--- src/rtl/core/wavp_pkg.sv ---
package wavp_pkg;

  // Parse phases, in file order
  typedef enum logic [3:0] {
    PH_RIFF    = 4'd0,
    PH_FSIZE   = 4'd1,
    PH_WAVE    = 4'd2,
    PH_FMT     = 4'd3,
    PH_LEN1    = 4'd4,
    PH_FORMAT  = 4'd5,
    PH_NCH     = 4'd6,
    PH_RATE    = 4'd7,
    PH_BRATE   = 4'd8,
    PH_ALIGN   = 4'd9,
    PH_BPS     = 4'd10,
    PH_DATA    = 4'd11,
    PH_DSIZE   = 4'd12,
    PH_SAMPLES = 4'd13,
    PH_DONE    = 4'd14
  } phase_t;

  localparam logic KIND_HEADER = 1'b0;
  localparam logic KIND_SAMPLE = 1'b1;

  // Tags, first character in the top byte
  localparam logic [31:0] TAG_RIFF = 32'h52494646;
  localparam logic [31:0] TAG_WAVE = 32'h57415645;
  localparam logic [31:0] TAG_FMT  = 32'h666D7420;
  localparam logic [31:0] TAG_DATA = 32'h64617461;

  localparam logic [15:0] BYTE_SAMPLE_BITS = 16'd8;
  localparam logic [31:0] FMT_BASE_LEN     = 32'd16;

  localparam int OBUF_DEPTH = 2;

  typedef struct packed {
    logic               kind;
    logic signed [15:0] sample_value;
    logic [15:0]        channel;
    logic [31:0]        riff_size;
    logic [31:0]        fmt_length;
    logic [15:0]        audio_format;
    logic [15:0]        chan_count;
    logic [31:0]        rate_hz;
    logic [31:0]        byte_rate;
    logic [15:0]        block_align;
    logic [15:0]        bits_per_sample;
    logic [31:0]        data_len;
  } wavp_result_t;

endpackage

--- src/rtl/core/wavp_if.sv ---
interface wavp_in_if;
  logic       valid;
  logic       ready;
  logic [7:0] data_byte;
  logic       start_of_stream;

  modport source (output valid, output data_byte, output start_of_stream, input ready);
  modport sink (input valid, input data_byte, input start_of_stream, output ready);
endinterface

interface wavp_out_if;
  logic               valid;
  logic               ready;
  logic               kind;
  logic signed [15:0] sample_value;
  logic [15:0]        channel;
  logic [31:0]        riff_size;
  logic [31:0]        fmt_length;
  logic [15:0]        audio_format;
  logic [15:0]        chan_count;
  logic [31:0]        rate_hz;
  logic [31:0]        byte_rate;
  logic [15:0]        block_align;
  logic [15:0]        bits_per_sample;
  logic [31:0]        data_len;

  modport source (
    output valid, output kind, output sample_value, output channel,
    output riff_size, output fmt_length, output audio_format, output chan_count,
    output rate_hz, output byte_rate, output block_align, output bits_per_sample,
    output data_len, input ready
  );
  modport sink (
    input valid, input kind, input sample_value, input channel,
    input riff_size, input fmt_length, input audio_format, input chan_count,
    input rate_hz, input byte_rate, input block_align, input bits_per_sample,
    input data_len, output ready
  );
endinterface

--- src/rtl/core/wavp_out_buf.sv ---
module wavp_out_buf
  import wavp_pkg::*;
(
  input  logic         clk,
  input  logic         rst,
  input  logic         push,
  input  wavp_result_t item,
  output logic         space,
  wavp_out_if.source   result
);

  localparam int PtrW = (OBUF_DEPTH > 1) ? $clog2(OBUF_DEPTH) : 1;
  localparam int CntW = $clog2(OBUF_DEPTH + 1);
  localparam logic [PtrW-1:0] LastPtr = PtrW'(OBUF_DEPTH - 1);
  localparam logic [CntW-1:0] FullCnt = CntW'(OBUF_DEPTH);

  wavp_result_t entry [OBUF_DEPTH];
  logic [PtrW-1:0] wr_ptr;
  logic [PtrW-1:0] rd_ptr;
  logic [CntW-1:0] count;
  logic [CntW-1:0] count_next;
  logic            pop;
  wavp_result_t    head;

  assign space = (count != FullCnt);
  assign pop   = result.valid && result.ready;
  assign head  = entry[rd_ptr];

  always_comb begin
    count_next = count;
    if (push && !pop) begin
      count_next = count + CntW'(1);
    end else if (pop && !push) begin
      count_next = count - CntW'(1);
    end
  end

  always_ff @(posedge clk) begin
    if (rst) begin
      wr_ptr <= '0;
      rd_ptr <= '0;
      count  <= '0;
    end else begin
      count <= count_next;
      if (push) begin
        wr_ptr <= (wr_ptr == LastPtr) ? '0 : wr_ptr + PtrW'(1);
      end
      if (pop) begin
        rd_ptr <= (rd_ptr == LastPtr) ? '0 : rd_ptr + PtrW'(1);
      end
    end
  end

  always_ff @(posedge clk) begin
    if (push) begin
      entry[wr_ptr] <= item;
    end
  end

  assign result.valid           = (count != '0);
  assign result.kind            = head.kind;
  assign result.sample_value    = head.sample_value;
  assign result.channel         = head.channel;
  assign result.riff_size       = head.riff_size;
  assign result.fmt_length      = head.fmt_length;
  assign result.audio_format    = head.audio_format;
  assign result.chan_count      = head.chan_count;
  assign result.rate_hz         = head.rate_hz;
  assign result.byte_rate       = head.byte_rate;
  assign result.block_align     = head.block_align;
  assign result.bits_per_sample = head.bits_per_sample;
  assign result.data_len        = head.data_len;

endmodule

--- src/rtl/core/wav_header_and_sample_parser.sv ---
// Channel   Dir   Payload                                   Item
// stream    in    data_byte[7:0], start_of_stream           one byte of the WAV file
// result    out   kind, sample_value, channel, header set   one header or one sample
//
// One byte is taken every cycle when nothing stalls. A byte accepted on stream is held in
// the input register and parsed out of it once the output buffer has room; its result (if any)
// is then written into a two-entry output buffer and shows on result from then on.
// rst (synchronous) returns to waiting for the RIFF tag; start_of_stream does the
// same for its own byte, which is then parsed as the first tag byte.
// stream.ready drops only while the output buffer is full and the input register holds a byte.
module wav_header_and_sample_parser
  import wavp_pkg::*;
(
  input  logic       clk,
  input  logic       rst,
  wavp_in_if.sink    stream,
  wavp_out_if.source result
);

  // Input register
  logic       stg_valid;
  logic [7:0] stg_byte;
  logic       stg_sos;
  logic       stg_adv;
  logic       buf_space;

  // Parser state
  phase_t      phase;
  phase_t      phase_next;
  logic [2:0]  byte_idx;
  logic [2:0]  byte_idx_next;
  logic        mismatch;
  logic        mismatch_next;
  logic [31:0] assembly;
  logic [31:0] assembly_next;
  logic [31:0] skip;
  logic [31:0] skip_next;

  // Header fields
  logic [31:0] riff_size;
  logic [31:0] fmt_length;
  logic [15:0] audio_format;
  logic [15:0] chan_count;
  logic [31:0] rate_hz;
  logic [31:0] byte_rate;
  logic [15:0] block_align;
  logic [15:0] bits_per_sample;

  // Sample stage
  logic [31:0] bytes_left;
  logic [31:0] bytes_left_next;
  logic [16:0] frame_len;
  logic [16:0] frame_len_next;
  logic [16:0] frame_pos;
  logic [16:0] frame_pos_next;
  logic [15:0] chan;
  logic [15:0] chan_next;
  logic [7:0]  low_hold;
  logic [7:0]  low_hold_next;

  // Decode of the current byte
  phase_t      cur_phase;
  logic [2:0]  cur_idx;
  logic        cur_mm;
  logic [31:0] cur_asm;
  logic [31:0] cur_skip;
  logic        skipping;
  logic [7:0]  tag_char;
  logic        tag_hit;
  logic        tag_acc_mm;
  phase_t      tag_follow;
  phase_t      field_follow;
  logic        field_len4;
  logic        field_last;
  logic [31:0] asm_acc;
  logic        byte_samples;
  logic        frame_stop;
  logic [16:0] frame_pos_inc;
  logic        chan_wrap;
  logic        emit;
  wavp_result_t res;

  // Input register: advance when the buffer has room for whatever this byte makes
  assign stg_adv      = stg_valid && buf_space;
  assign stream.ready = !stg_valid || buf_space;

  always_ff @(posedge clk) begin
    if (rst) begin
      stg_valid <= 1'b0;
    end else if (stream.valid && stream.ready) begin
      stg_valid <= 1'b1;
    end else if (stg_adv) begin
      stg_valid <= 1'b0;
    end
  end

  always_ff @(posedge clk) begin
    if (stream.valid && stream.ready) begin
      stg_byte <= stream.data_byte;
      stg_sos  <= stream.start_of_stream;
    end
  end

  // start_of_stream restarts the control state before its byte is parsed
  assign cur_phase = stg_sos ? PH_RIFF : phase;
  assign cur_idx   = stg_sos ? 3'd0 : byte_idx;
  assign cur_mm    = stg_sos ? 1'b0 : mismatch;
  assign cur_asm   = stg_sos ? 32'd0 : assembly;
  assign cur_skip  = stg_sos ? 32'd0 : skip;
  assign skipping  = (cur_skip != 32'd0);

  // Per-phase decode: tag text, successor phases, field length
  always_comb begin
    tag_char     = TAG_DATA[31:24];
    tag_follow   = PH_DSIZE;
    field_follow = PH_WAVE;
    field_len4   = 1'b1;
    unique case (cur_phase) inside
      PH_RIFF: begin
        tag_follow = PH_FSIZE;
        case (cur_idx[1:0])
          2'd0:    tag_char = TAG_RIFF[31:24];
          2'd1:    tag_char = TAG_RIFF[23:16];
          2'd2:    tag_char = TAG_RIFF[15:8];
          default: tag_char = TAG_RIFF[7:0];
        endcase
      end
      PH_WAVE: begin
        tag_follow = PH_FMT;
        case (cur_idx[1:0])
          2'd0:    tag_char = TAG_WAVE[31:24];
          2'd1:    tag_char = TAG_WAVE[23:16];
          2'd2:    tag_char = TAG_WAVE[15:8];
          default: tag_char = TAG_WAVE[7:0];
        endcase
      end
      PH_FMT: begin
        tag_follow = PH_LEN1;
        case (cur_idx[1:0])
          2'd0:    tag_char = TAG_FMT[31:24];
          2'd1:    tag_char = TAG_FMT[23:16];
          2'd2:    tag_char = TAG_FMT[15:8];
          default: tag_char = TAG_FMT[7:0];
        endcase
      end
      PH_DATA: begin
        tag_follow = PH_DSIZE;
        case (cur_idx[1:0])
          2'd0:    tag_char = TAG_DATA[31:24];
          2'd1:    tag_char = TAG_DATA[23:16];
          2'd2:    tag_char = TAG_DATA[15:8];
          default: tag_char = TAG_DATA[7:0];
        endcase
      end
      PH_FSIZE:  field_follow = PH_WAVE;
      PH_LEN1:   field_follow = PH_FORMAT;
      PH_FORMAT: begin
        field_follow = PH_NCH;
        field_len4   = 1'b0;
      end
      PH_NCH: begin
        field_follow = PH_RATE;
        field_len4   = 1'b0;
      end
      PH_RATE:   field_follow = PH_BRATE;
      PH_BRATE:  field_follow = PH_ALIGN;
      PH_ALIGN: begin
        field_follow = PH_BPS;
        field_len4   = 1'b0;
      end
      PH_BPS: begin
        field_follow = PH_DATA;
        field_len4   = 1'b0;
      end
      PH_DSIZE:  field_follow = PH_SAMPLES;
      default: begin
      end
    endcase
  end

  assign tag_hit    = (stg_byte == tag_char);
  assign tag_acc_mm = cur_mm || !tag_hit;
  // Both field bytes and skip-length bytes land at the low two index bits
  assign asm_acc    = cur_asm | (32'(stg_byte) << {cur_idx[1:0], 3'b000});
  assign field_last = field_len4 ? (cur_idx[1:0] == 2'd3) : (cur_idx[1:0] != 2'd0);

  // Sample framing: a frame starts only if it fits whole in what is left
  assign byte_samples  = (bits_per_sample == BYTE_SAMPLE_BITS);
  assign frame_stop    = (frame_pos == 17'd0) &&
                         ((frame_len == 17'd0) || (bytes_left < 32'(frame_len)));
  assign frame_pos_inc = frame_pos + 17'd1;
  assign chan_wrap     = ({1'b0, chan} + 17'd1) >= {1'b0, chan_count};

  // Next phase
  always_comb begin
    phase_next = cur_phase;
    if (!skipping) begin
      unique case (cur_phase) inside
        PH_RIFF, PH_WAVE, PH_FMT, PH_DATA: begin
          if (cur_idx == 3'd3 && !tag_acc_mm) begin
            phase_next = tag_follow;
          end
        end
        PH_FSIZE, PH_LEN1, PH_FORMAT, PH_NCH, PH_RATE, PH_BRATE, PH_ALIGN, PH_BPS,
        PH_DSIZE: begin
          if (field_last) begin
            phase_next = field_follow;
          end
        end
        PH_SAMPLES: begin
          if (frame_stop) begin
            phase_next = PH_DONE;
          end
        end
        default: begin
        end
      endcase
    end
  end

  // Datapath next values and result
  always_comb begin
    byte_idx_next   = cur_idx;
    mismatch_next   = cur_mm;
    assembly_next   = cur_asm;
    skip_next       = cur_skip;
    bytes_left_next = bytes_left;
    frame_len_next  = frame_len;
    frame_pos_next  = frame_pos;
    chan_next       = chan;
    low_hold_next   = low_hold;
    emit            = 1'b0;
    res             = '0;
    if (skipping) begin
      // drop the byte, count the skip down
      skip_next = cur_skip - 32'd1;
    end else begin
      unique case (cur_phase) inside
        PH_RIFF, PH_WAVE, PH_FMT, PH_DATA: begin
          if (!cur_idx[2]) begin
            mismatch_next = tag_acc_mm;
            if (cur_idx == 3'd3) begin
              if (tag_acc_mm) begin
                byte_idx_next = 3'd4;
                assembly_next = 32'd0;
              end else begin
                byte_idx_next = 3'd0;
              end
            end else begin
              byte_idx_next = cur_idx + 3'd1;
            end
          end else begin
            // chunk length of an unwanted chunk, then skip its body
            if (cur_idx == 3'd7) begin
              skip_next     = asm_acc;
              assembly_next = 32'd0;
              byte_idx_next = 3'd0;
              mismatch_next = 1'b0;
            end else begin
              assembly_next = asm_acc;
              byte_idx_next = cur_idx + 3'd1;
            end
          end
        end
        PH_FSIZE, PH_LEN1, PH_FORMAT, PH_NCH, PH_RATE, PH_BRATE, PH_ALIGN, PH_BPS,
        PH_DSIZE: begin
          if (field_last) begin
            assembly_next = 32'd0;
            byte_idx_next = 3'd0;
            if (cur_phase == PH_BPS && fmt_length > FMT_BASE_LEN) begin
              skip_next = fmt_length - FMT_BASE_LEN;
            end
            if (cur_phase == PH_DSIZE) begin
              bytes_left_next      = asm_acc;
              frame_len_next       = byte_samples ? {1'b0, chan_count}
                                                  : {chan_count, 1'b0};
              frame_pos_next       = 17'd0;
              chan_next            = 16'd0;
              emit                 = 1'b1;
              res.kind             = KIND_HEADER;
              res.riff_size        = riff_size;
              res.fmt_length       = fmt_length;
              res.audio_format     = audio_format;
              res.chan_count       = chan_count;
              res.rate_hz          = rate_hz;
              res.byte_rate        = byte_rate;
              res.block_align      = block_align;
              res.bits_per_sample  = bits_per_sample;
              res.data_len         = asm_acc;
            end
          end else begin
            assembly_next = asm_acc;
            byte_idx_next = cur_idx + 3'd1;
          end
        end
        PH_SAMPLES: begin
          if (!frame_stop) begin
            bytes_left_next = bytes_left - 32'd1;
            frame_pos_next  = (frame_pos_inc == frame_len) ? 17'd0 : frame_pos_inc;
            if (byte_samples || cur_idx[0]) begin
              emit             = 1'b1;
              res.kind         = KIND_SAMPLE;
              res.sample_value = byte_samples ? {stg_byte, 8'h00} : {stg_byte, low_hold};
              res.channel      = chan;
              chan_next        = chan_wrap ? 16'd0 : chan + 16'd1;
              byte_idx_next    = 3'd0;
            end else begin
              // hold the low byte of a 16-bit sample
              low_hold_next = stg_byte;
              byte_idx_next = 3'd1;
            end
          end
        end
        default: begin
        end
      endcase
    end
  end

  always_ff @(posedge clk) begin
    if (rst) begin
      phase    <= PH_RIFF;
      byte_idx <= 3'd0;
      mismatch <= 1'b0;
      assembly <= 32'd0;
      skip     <= 32'd0;
    end else if (stg_adv) begin
      phase    <= phase_next;
      byte_idx <= byte_idx_next;
      mismatch <= mismatch_next;
      assembly <= assembly_next;
      skip     <= skip_next;
    end
  end

  // Field and sample registers: written only by a parsed byte
  always_ff @(posedge clk) begin
    if (stg_adv) begin
      bytes_left <= bytes_left_next;
      frame_len  <= frame_len_next;
      frame_pos  <= frame_pos_next;
      chan       <= chan_next;
      low_hold   <= low_hold_next;
      if (!skipping && field_last) begin
        case (cur_phase)
          PH_FSIZE:  riff_size       <= asm_acc;
          PH_LEN1:   fmt_length      <= asm_acc;
          PH_FORMAT: audio_format    <= asm_acc[15:0];
          PH_NCH:    chan_count      <= asm_acc[15:0];
          PH_RATE:   rate_hz         <= asm_acc;
          PH_BRATE:  byte_rate       <= asm_acc;
          PH_ALIGN:  block_align     <= asm_acc[15:0];
          PH_BPS:    bits_per_sample <= asm_acc[15:0];
          default: begin
          end
        endcase
      end
    end
  end

  wavp_out_buf u_out_buf (
    .clk    (clk),
    .rst    (rst),
    .push   (stg_adv && emit),
    .item   (res),
    .space  (buf_space),
    .result (result)
  );

endmodule

--- src/flat_wrapper.sv ---
// flat-port wrapper written by rule: the top's interface ports become plain ports
module wav_header_and_sample_parser_flat import wavp_pkg::*;
  (clk, rst, stream_valid, stream_data_byte, stream_start_of_stream, stream_ready, result_valid, result_kind, result_sample_value, result_channel, result_riff_size, result_fmt_length, result_audio_format, result_chan_count, result_rate_hz, result_byte_rate, result_block_align, result_bits_per_sample, result_data_len, result_ready);
  wavp_in_if stream_i ();
  wavp_out_if result_i ();
  input  logic clk;
  input  logic rst;
  input wire logic [$bits(stream_i.valid)-1:0] stream_valid;
  input wire logic [$bits(stream_i.data_byte)-1:0] stream_data_byte;
  input wire logic [$bits(stream_i.start_of_stream)-1:0] stream_start_of_stream;
  output wire logic [$bits(stream_i.ready)-1:0] stream_ready;
  output wire logic [$bits(result_i.valid)-1:0] result_valid;
  output wire logic [$bits(result_i.kind)-1:0] result_kind;
  output wire logic [$bits(result_i.sample_value)-1:0] result_sample_value;
  output wire logic [$bits(result_i.channel)-1:0] result_channel;
  output wire logic [$bits(result_i.riff_size)-1:0] result_riff_size;
  output wire logic [$bits(result_i.fmt_length)-1:0] result_fmt_length;
  output wire logic [$bits(result_i.audio_format)-1:0] result_audio_format;
  output wire logic [$bits(result_i.chan_count)-1:0] result_chan_count;
  output wire logic [$bits(result_i.rate_hz)-1:0] result_rate_hz;
  output wire logic [$bits(result_i.byte_rate)-1:0] result_byte_rate;
  output wire logic [$bits(result_i.block_align)-1:0] result_block_align;
  output wire logic [$bits(result_i.bits_per_sample)-1:0] result_bits_per_sample;
  output wire logic [$bits(result_i.data_len)-1:0] result_data_len;
  input wire logic [$bits(result_i.ready)-1:0] result_ready;
  assign stream_i.valid = stream_valid;
  assign stream_i.data_byte = stream_data_byte;
  assign stream_i.start_of_stream = stream_start_of_stream;
  assign stream_ready = stream_i.ready;
  assign result_valid = result_i.valid;
  assign result_kind = result_i.kind;
  assign result_sample_value = result_i.sample_value;
  assign result_channel = result_i.channel;
  assign result_riff_size = result_i.riff_size;
  assign result_fmt_length = result_i.fmt_length;
  assign result_audio_format = result_i.audio_format;
  assign result_chan_count = result_i.chan_count;
  assign result_rate_hz = result_i.rate_hz;
  assign result_byte_rate = result_i.byte_rate;
  assign result_block_align = result_i.block_align;
  assign result_bits_per_sample = result_i.bits_per_sample;
  assign result_data_len = result_i.data_len;
  assign result_i.ready = result_ready;
  wav_header_and_sample_parser u_core (.clk(clk), .rst(rst), .stream(stream_i), .result(result_i));
endmodule
--- config.mk ---
export PLATFORM = sky130hd
export DESIGN_NAME = wav_header_and_sample_parser_flat
export DESIGN_NICKNAME = d
export VERILOG_FILES = /design/src/rtl/core/wavp_pkg.sv /design/src/rtl/core/wavp_if.sv /design/src/rtl/core/wavp_out_buf.sv /design/src/rtl/core/wav_header_and_sample_parser.sv /design/src/flat_wrapper.sv
export SDC_FILE = /design/constraint.sdc
export NUM_CORES = 1
export LEC_CHECK = 0
export BUFFER_PORTS_ARGS = -buffer_cell sky130_fd_sc_hd__clkbuf_2
export CAP_MARGIN = 10
export CORE_MARGIN = 4
export CORE_UTILIZATION = 45
export CTS_BUF_LIST = sky130_fd_sc_hd__clkbuf_8 sky130_fd_sc_hd__clkbuf_16
export DETAILED_ROUTE_END_ITERATION = 8
export SYNTH_ARGS = -nofsm -noshare
export SYNTH_HDL_FRONTEND = slang
export SYNTH_SLANG_ARGS = --single-unit
--- constraint.sdc ---
create_clock -name clk -period 45.6 [get_ports clk]
set_input_delay 4.56 -clock clk [delete_from_list [all_inputs] [get_ports clk]]
set_output_delay 4.56 -clock clk [all_outputs]
set_load 0.005 [all_outputs]
==> results.tsv, run 1 <==
stage	metric	value	unit
setup_path	slowest_delay	650	ps
synth	ys_seq_elements	883	
synth	synth.top_cells.by_count	edfxtp_1, mux2_2, and2_1	
global_routing	grt_max_degree	166	
global_routing	grt.met2_usage	38.2	%
drt	drt_iter0_markers	2155	
floorplanning	die_h	298	microns
floorplanning	io_pins	272	
synth	synth_top_area_share	63.9	%
sta	setup_viol	0	
clock_tree	cts_tree	done	
synth	synthCells	2710	
setup_path	worstPathRequired	41040	ps
synth	async_flop_share	0	%
setup_path	cp.arrival	2810	ps
global_routing	grt_pass1_vias	23400	
sta	whs	480	ps
setup_path	r2r_slack	38350	ps
placement	placed_cell_area	0.0405	sq mm
clock_tree	cts_resized	0	
drt	vias	23600	
setup_path	cpLargestDelayFamily	buffers and inverters	
drt	ant_nets	0	
power_and_ir_drop	power.leakage	13.5	nW
placement	dp_hpwl	68700	microns
synth	syn-cell-area	0.0379	sq mm
setup_path	cp_num_buf_inv	2	
sta	slew_headroom	16.5	%
placement	globalplace.congestion	0.909	
placement	dp_slack	38410	ps
floorplanning	rows	106	
synth	postSynthAreaPerCell	14.0	sq um
drt	drt-wirelength-per-cell	24.9	microns
setup_path	worstSetupStartpointType	register	
sta	final_hold_viol_count	0	
floorplanning	start_util	45.3	%
sta	worstMarginPinSlew	1250	ps
global_routing	top_usage_layer	met2	
clock_tree	holdBufCountCts	0	
global_routing	grt_overflow_total	0	
global_routing	gr-usage-met3	3.42	%
synth	synth_edf_count	805	
setup_path	r2r_cells	13	
cells_and_area	stdcell_area	0.0436	sq mm
setup_path	r2r_end	u_core.u_out_buf.entry[0][219]	
clock_tree	clock_latency	650	ps
flow_run	max-cap-violations	0	
sta	finalCritPeriodShare	16.2	%
synth	synth_ff_type	edfxtp_1	
synth	ys_warn_count	0	
synth	synth_area_leaders	edfxtp_1, mux2_2, dfxtp_1, and2_1, nor2_1	
placement	port_buffers	271	
clock_tree	cts_htree_levels	3	
clock_tree	clockBufferDepth	3	
min_path	hold_class	register to register	
sta	finClkSkew	25.4	ps
global_routing	antenna_found_initial	2	
setup_path	cp_max_fo	165	
setup_path	rr_startpoint	u_core.stg_sos	
power_and_ir_drop	p_per_area	39.9	mW/mm^2
cells_and_area	drive_gt1_share	24.9	%
drt	drt-total-wl	104000	microns
sta	fmax	0.136	GHz
cells_and_area	nNetsFinal	3059	
synth	yosysUniqueCellTypes	82	
drt	vias_per_cell	5.68	
min_path	min_to	u_core.assembly[8]	
synth	syn_nets	2772	
synth	yosys.area.top_type	edfxtp_1	
clock_tree	clock_sink_count	883	
clock_tree	cts_buffers	91	
status	status	complete, no violations	
clock_tree	postCtsSetupBuffers	0	
power_and_ir_drop	power.total	1.74	mW
cells_and_area	area_growth	15.1	%
setup_path	end_kind	output port	
sta	finalMaxSlewViolations	0	
clock_tree	clk_pin_slew	60	ps
setup_path	cp_cell_sequence	buf_12 > mux2_2 > clkbuf_2	
global_routing	grt_pass1_wl	152000	microns
clock_tree	cts_root_buf	clkbuf_16	
synth	ys_seq_area_share	68.0	%
setup_path	path_class	register to output port	
cells_and_area	fill_cells	7000	
drt	drt_pass1_iterations	6	
floorplanning	die_x	298	microns
floorplanning	dieArea	0.0888	sq mm
synth	yosysMostFrequentCell	edfxtp_1	
power_and_ir_drop	ir_drop	0.0283	mV
sta	finalSetupTns	0	ps
setup_path	cpMaxStageDelayCell	dfxtp_4	
global_routing	use_met1	30.1	%
cells_and_area	antenna_cells	0	
drt	drcViolationCount	0	
sta	worst_slack	38230	ps
global_routing	grt_use_total	22.6	%
sta	min_period	7370	ps
min_path	hold_depth	1	
sta	rsz0062_at_grt	no	
floorplanning	fp.coreArea	0.0836	sq mm
min_path	hold_start	u_core.assembly[8]	
## layout by cell type, fill, tap and decap left out, types with 16 or more instances in the layout
| master | n |
|---|---|
| xnor2_1 | 64 |
| a21oi_1 | 96 |
| clkinv_1 | 26 |
| or3_1 | 18 |
| nor3_1 | 85 |
| mux2_2 | 257 |
| dfxtp_1 | 77 |
| nand4_1 | 19 |
| a22o_1 | 19 |
| nand3_1 | 32 |
| clkbuf_16 | 93 |
| and2_1 | 208 |
| nor2_1 | 194 |
| xor2_1 | 40 |
| nor2b_1 | 16 |
| edfxtp_1 | 805 |
| o21ai_0 | 99 |
| ha_1 | 49 |
| a31oi_1 | 16 |
| nor4_1 | 40 |
| clkinv_2 | 17 |
| nand2_1 | 111 |
| a22oi_1 | 26 |
| and3_1 | 19 |
| clkbuf_2 | 271 |
| inv_1 | 79 |
| buf_4 | 60 |
## cells by family after synthesis
kind of cell / Yosys count / share of synthesized area (%)
buffers and inverters: 206 / 2.12
AND/OR/NAND/NOR: 822 / 11.4
AO/OA/AOI/OAI: 387 / 6.77
flip-flops: 883 / 68.0
adder cells (fa/ha/maj): 49 / 1.62
XOR/XNOR: 104 / 2.41
multiplexers: 259 / 7.70
## layout make-up
class / instances / area, sq um / area share [%]
timing repair buffer: 334 / 1860 / 4.27
tap: 1080 / 1350 / 3.10
multi-input combinational: 1621 / 11400 / 26.1
clock inverter: 76 / 656 / 1.51
clock buffer: 93 / 2330 / 5.34
inverter: 66 / 248 / 0.569
sequential: 883 / 25700 / 59.1
## where the power goes
group | internal (mW) | leakage [nW] | switching (mW)
clock | 0.423 | 1.51 | 0.313
combinational | 0.0339 | 5.17 | 0.0763
sequential | 0.879 | 6.81 | 0.0106
total | 1.34 | 13.5 | 0.400
## per-layer routing
metal / vias to the layer above / share of wire (%)
li1: 10800 / -
met4: 0 / 3.4
met3: 188 / 5.9
met1: 11800 / 42
met5: - / 0
met2: 798 / 49
## per-stage QoR
step / util [%] / cells
CTS: 52.1 / 4151
detailed placement: 48.5 / 3982
global route: 52.1 / 4153
finish: 52.1 / 4153
floorplan: - / 2710
global placement: 48.5 / 3982
## flip-flops by register name, summed over array words and instances, names as in the netlist, 16 cells and up, named ones only
register,count
u_core.u_out_buf.entry,514
u_core.assembly,32
u_core.byte_rate,32
u_core.bytes_left,32
u_core.fmt_length,32
u_core.rate_hz,32
u_core.riff_size,32
u_core.skip,32
u_core.frame_len,17
u_core.frame_pos,17
u_core.audio_format,16
u_core.bits_per_sample,16
u_core.block_align,16
u_core.chan,16
u_core.chan_count,16
## worst max-delay path by stage
stage | to | cells after the start
after floorplan | u_core.u_out_buf.entry[0][0] | 14
after global placement | u_core.u_out_buf.entry[0][249] | 13
after detailed placement | u_core.u_out_buf.entry[0][249] | 13
after CTS | result_data_len[7] | 3
after global routing | u_core.u_out_buf.entry[0][219] | 13
final | result_riff_size[19] | 3
## worst reg2reg max path, cell delays in order, from the launching register on
cell	delay, ps
edfxtp_1	330
buf_4	510
clkinv_1	200
buf_4	360
nand2_1	200
ha_1	310
or4b_2	650
a22oi_2	240
and4_1	830
nand2_1	620
o32ai_1	720
nor2b_4	300
buf_12	510
buf_4	1030
Note: power is estimated with default switching activity, not from simulation.
==> inputs of run 2 (changes only) <==
- clock period: 45.6 -> 6.5 ns (I/O delays scaled with it)
==> run 2 against run 1 <==
Effect of this change: cell count rose by 0.31%; clock power rose to 7.5 times the previous value; die area stayed put; clock skew rose by 11 ps; total power rose to 7.2 times the previous value; cell area rose by 0.95%; routed wire length grew 0.41%; first-iteration DRC count is 5.7% higher; sequential power increased to 7.0 times the previous value; via count is 0.85% higher; register-to-register slack lost 36000 ps; largest cell class unchanged; highest routed layer unchanged.
==> results.tsv, run 2 (synthesis results as in run 1) <==
stage	metric	value	unit	change
status	status	complete, no violations		unchanged
min_path	hold_class	primary input to register		was register to register
sta	finalMaxSlewViolations	0		unchanged
flow_run	max-cap-violations	0		unchanged
placement	dp_hpwl	68400	microns	was 68700 microns
sta	slew_headroom	11.4	%	was 16.5%
floorplanning	die_h	298	microns	unchanged
setup_path	r2r_end	u_core.u_out_buf.entry[1][38]		was u_core.u_out_buf.entry[0][219]
global_routing	grt_max_degree	148		was 166
power_and_ir_drop	switching_share	22.9	%	was 23.0%
clock_tree	postCtsSetupBuffers	0		unchanged
placement	place_inst	3982		unchanged
power_and_ir_drop	power.total	12.6	mW	was 1.74 mW
min_path	min_to	u_core.stg_byte[2]		was u_core.assembly[8]
setup_path	worstPathRequired	6790	ps	was 41040 ps
setup_path	cp_common_cell	buf_4		
cells_and_area	area_growth	16.1	%	was 15.1%
power_and_ir_drop	p_int	9.70	mW	was 1.34 mW
global_routing	grt_pass1_wl	153000	microns	was 152000 microns
drt	drt_iter0_markers	2277		was 2155
drt	vias	23800		was 23600
setup_path	end_kind	register		was output port
clock_tree	clock_latency	650	ps	about the same
sta	min_period	4540	ps	
min_path	hold_start	stream_data_byte[2]		was u_core.assembly[8]
global_routing	grt_use_total	22.7	%	was 22.6%
drt	drt-total-wl	104000	microns	about the same
sta	finalCritPeriodShare	69.9	%	
sta	worstMarginPinSlew	1320	ps	was 1250 ps
sta	whs	190	ps	was 480 ps
floorplanning	die_x	298	microns	unchanged
sta	setup_viol	0		unchanged
floorplanning	rows	106		unchanged
drt	drcViolationCount	0		unchanged
clock_tree	clock_sink_count	883		unchanged
setup_path	rr_startpoint	u_core.stg_sos		unchanged
setup_path	cpMaxStageDelayCell	buf_4		was dfxtp_4
power_and_ir_drop	ir_drop	0.289	mV	was 0.0283 mV
sta	rsz0062_at_grt	no		unchanged
clock_tree	cts_tree	done		unchanged
cells_and_area	final_cell_count_no_fill	4166		was 4153
drt	drt-wirelength-per-cell	25.0	microns	was 24.9 microns
placement	globalplace.congestion	0.929		was 0.909
drt	drt_pass1_iterations	6		unchanged
cells_and_area	drive_gt1_share	25.4	%	was 24.9%
clock_tree	cts_resized	0		unchanged
sta	fmax	0.220	GHz	
clock_tree	cts_buffers	96		was 91
cells_and_area	nNetsFinal	3065		was 3059
clock_tree	clockBufferDepth	3		unchanged
setup_path	worstSetupStartpointType	register		unchanged
power_and_ir_drop	seqPwrFrac	49.6	%	was 51.2%
clock_tree	holdBufCountCts	0		unchanged
sta	finalSetupTns	0	ps	unchanged
cells_and_area	largest_reg_flops	514		unchanged
global_routing	grt_pass1_vias	23500		was 23400
floorplanning	start_util	45.3	%	unchanged
power_and_ir_drop	power.leakage	13.7	nW	was 13.5 nW
placement	port_buffers	271		unchanged
power_and_ir_drop	pwr-share-clk	44.2	%	was 42.4%
floorplanning	fp.coreArea	0.0836	sq mm	unchanged
setup_path	cp_cell_sequence	buf_4 > buf_4 > nor3_1 > mux2i_1 > nand4_1 > o32ai_4 > and2_4 > buf_12		was buf_12 > mux2_2 > clkbuf_2
min_path	hold_depth	1		unchanged
clock_tree	cts_root_buf	clkbuf_16		unchanged
power_and_ir_drop	p_comb_share	6.3	%	about the same
global_routing	antenna_found_initial	1		was 2
cells_and_area	top_register	u_core.u_out_buf.entry		unchanged
setup_path	cp_max_fo	82		was 165
sta	worst_slack	1960	ps	was 38230 ps
power_and_ir_drop	p_per_area	286	mW/mm^2	was 39.9 mW/mm^2
sta	finClkSkew	36.3	ps	was 25.4 ps
global_routing	grt_overflow_total	0		unchanged
setup_path	r2r_slack	1960	ps	was 38350 ps
setup_path	r2r_cells	8		was 13
cells_and_area	final_common_cell	edfxtp_1		unchanged
cells_and_area	most-common-layout-cells	edfxtp_1, clkbuf_2, mux2_2		unchanged
drt	vias_per_cell	5.71		was 5.68
floorplanning	io_pins	272		unchanged
clock_tree	clk_pin_slew	60	ps	about the same
setup_path	path_class	register to register		was register to output port
setup_path	slowest_delay	740	ps	was 650 ps
setup_path	cp.arrival	4830	ps	was 2810 ps
placement	dp_slack	1960	ps	was 38410 ps
clock_tree	cts_htree_levels	3		unchanged
sta	final_hold_viol_count	0		unchanged
floorplanning	dieArea	0.0888	sq mm	unchanged
power_and_ir_drop	p_switching	2.88	mW	was 0.400 mW
drt	ant_nets	0		unchanged
[run 2: cell count changes in the layout (fill, tap and decap cells not counted), moves of 3 or more]
cell	previous run	this run
clkinv_1	26	20
buf_12	2	8
clkinv_4	2	5
buf_4	60	55
bufinv_16	9	13
clkbuf_16	93	97
[run 2: power groups by stage]
| stage | Sequential, mW | Clock [mW] | Combinational [mW] |
|---|---|---|---|
| 4_1_cts | 6.23 | 5.66 | 0.769 |
| 6_report | 6.24 | 5.55 | 0.788 |
| 3_3_place_gp | 6.35 | 0 | 0.763 |
| 5_1_grt | 6.24 | 5.92 | 0.848 |
| 3_5_place_dp | 6.35 | 0 | 0.765 |
| 2_1_floorplan | 6.32 | 0 | 0.533 |
[run 2: final cells by class]
cell class	count	area (sq um)
fill	6982	39600
timing repair buffer	335	1940
multi-input combinational	1621	11400
antenna	2	5.00
clock buffer	99	2450
tap	1080	1350
clock inverter	80	812
inverter	66	260
sequential	883	25700
[run 2: stage by stage]
step                cell area (sq um)  utilization [%]
global placement                40700             48.7
finish                          44000             52.6
detailed placement              40700             48.7
global route                    44000             52.6
floorplan                       38000                -
CTS                             43900             52.6
[run 2: metal layers]
layer | up-vias | GRT usage [%] | wire (microns)
met3 | 192 | 4.25 | 6580
met5 | - | 0 | 0
met1 | 12000 | 29.8 | 43000
li1 | 10800 | - | -
met2 | 848 | 38.1 | 51000
met4 | 0 | 8.03 | 3370
[run 2: critical path: cells and delay by family (launching register included)]
kind | cells | cell delay [ps]
flops | 1 | 460
mux | 1 | 680
compound gates | 1 | 240
simple gates | 3 | 1110
buf+inv | 3 | 1580
[run 2: worst max-delay path by stage]
stage,cells after the start,endpoint,start
floorplan,14,u_core.u_out_buf.entry[0][0],u_core.stg_sos
finish,8,u_core.u_out_buf.entry[1][38],u_core.stg_sos
detailed placement,10,u_core.assembly[5],u_core.stg_sos
global placement,10,u_core.assembly[23],u_core.stg_sos
CTS,10,u_core.assembly[3],u_core.stg_sos
global route,8,u_core.u_out_buf.entry[1][38],u_core.stg_sos
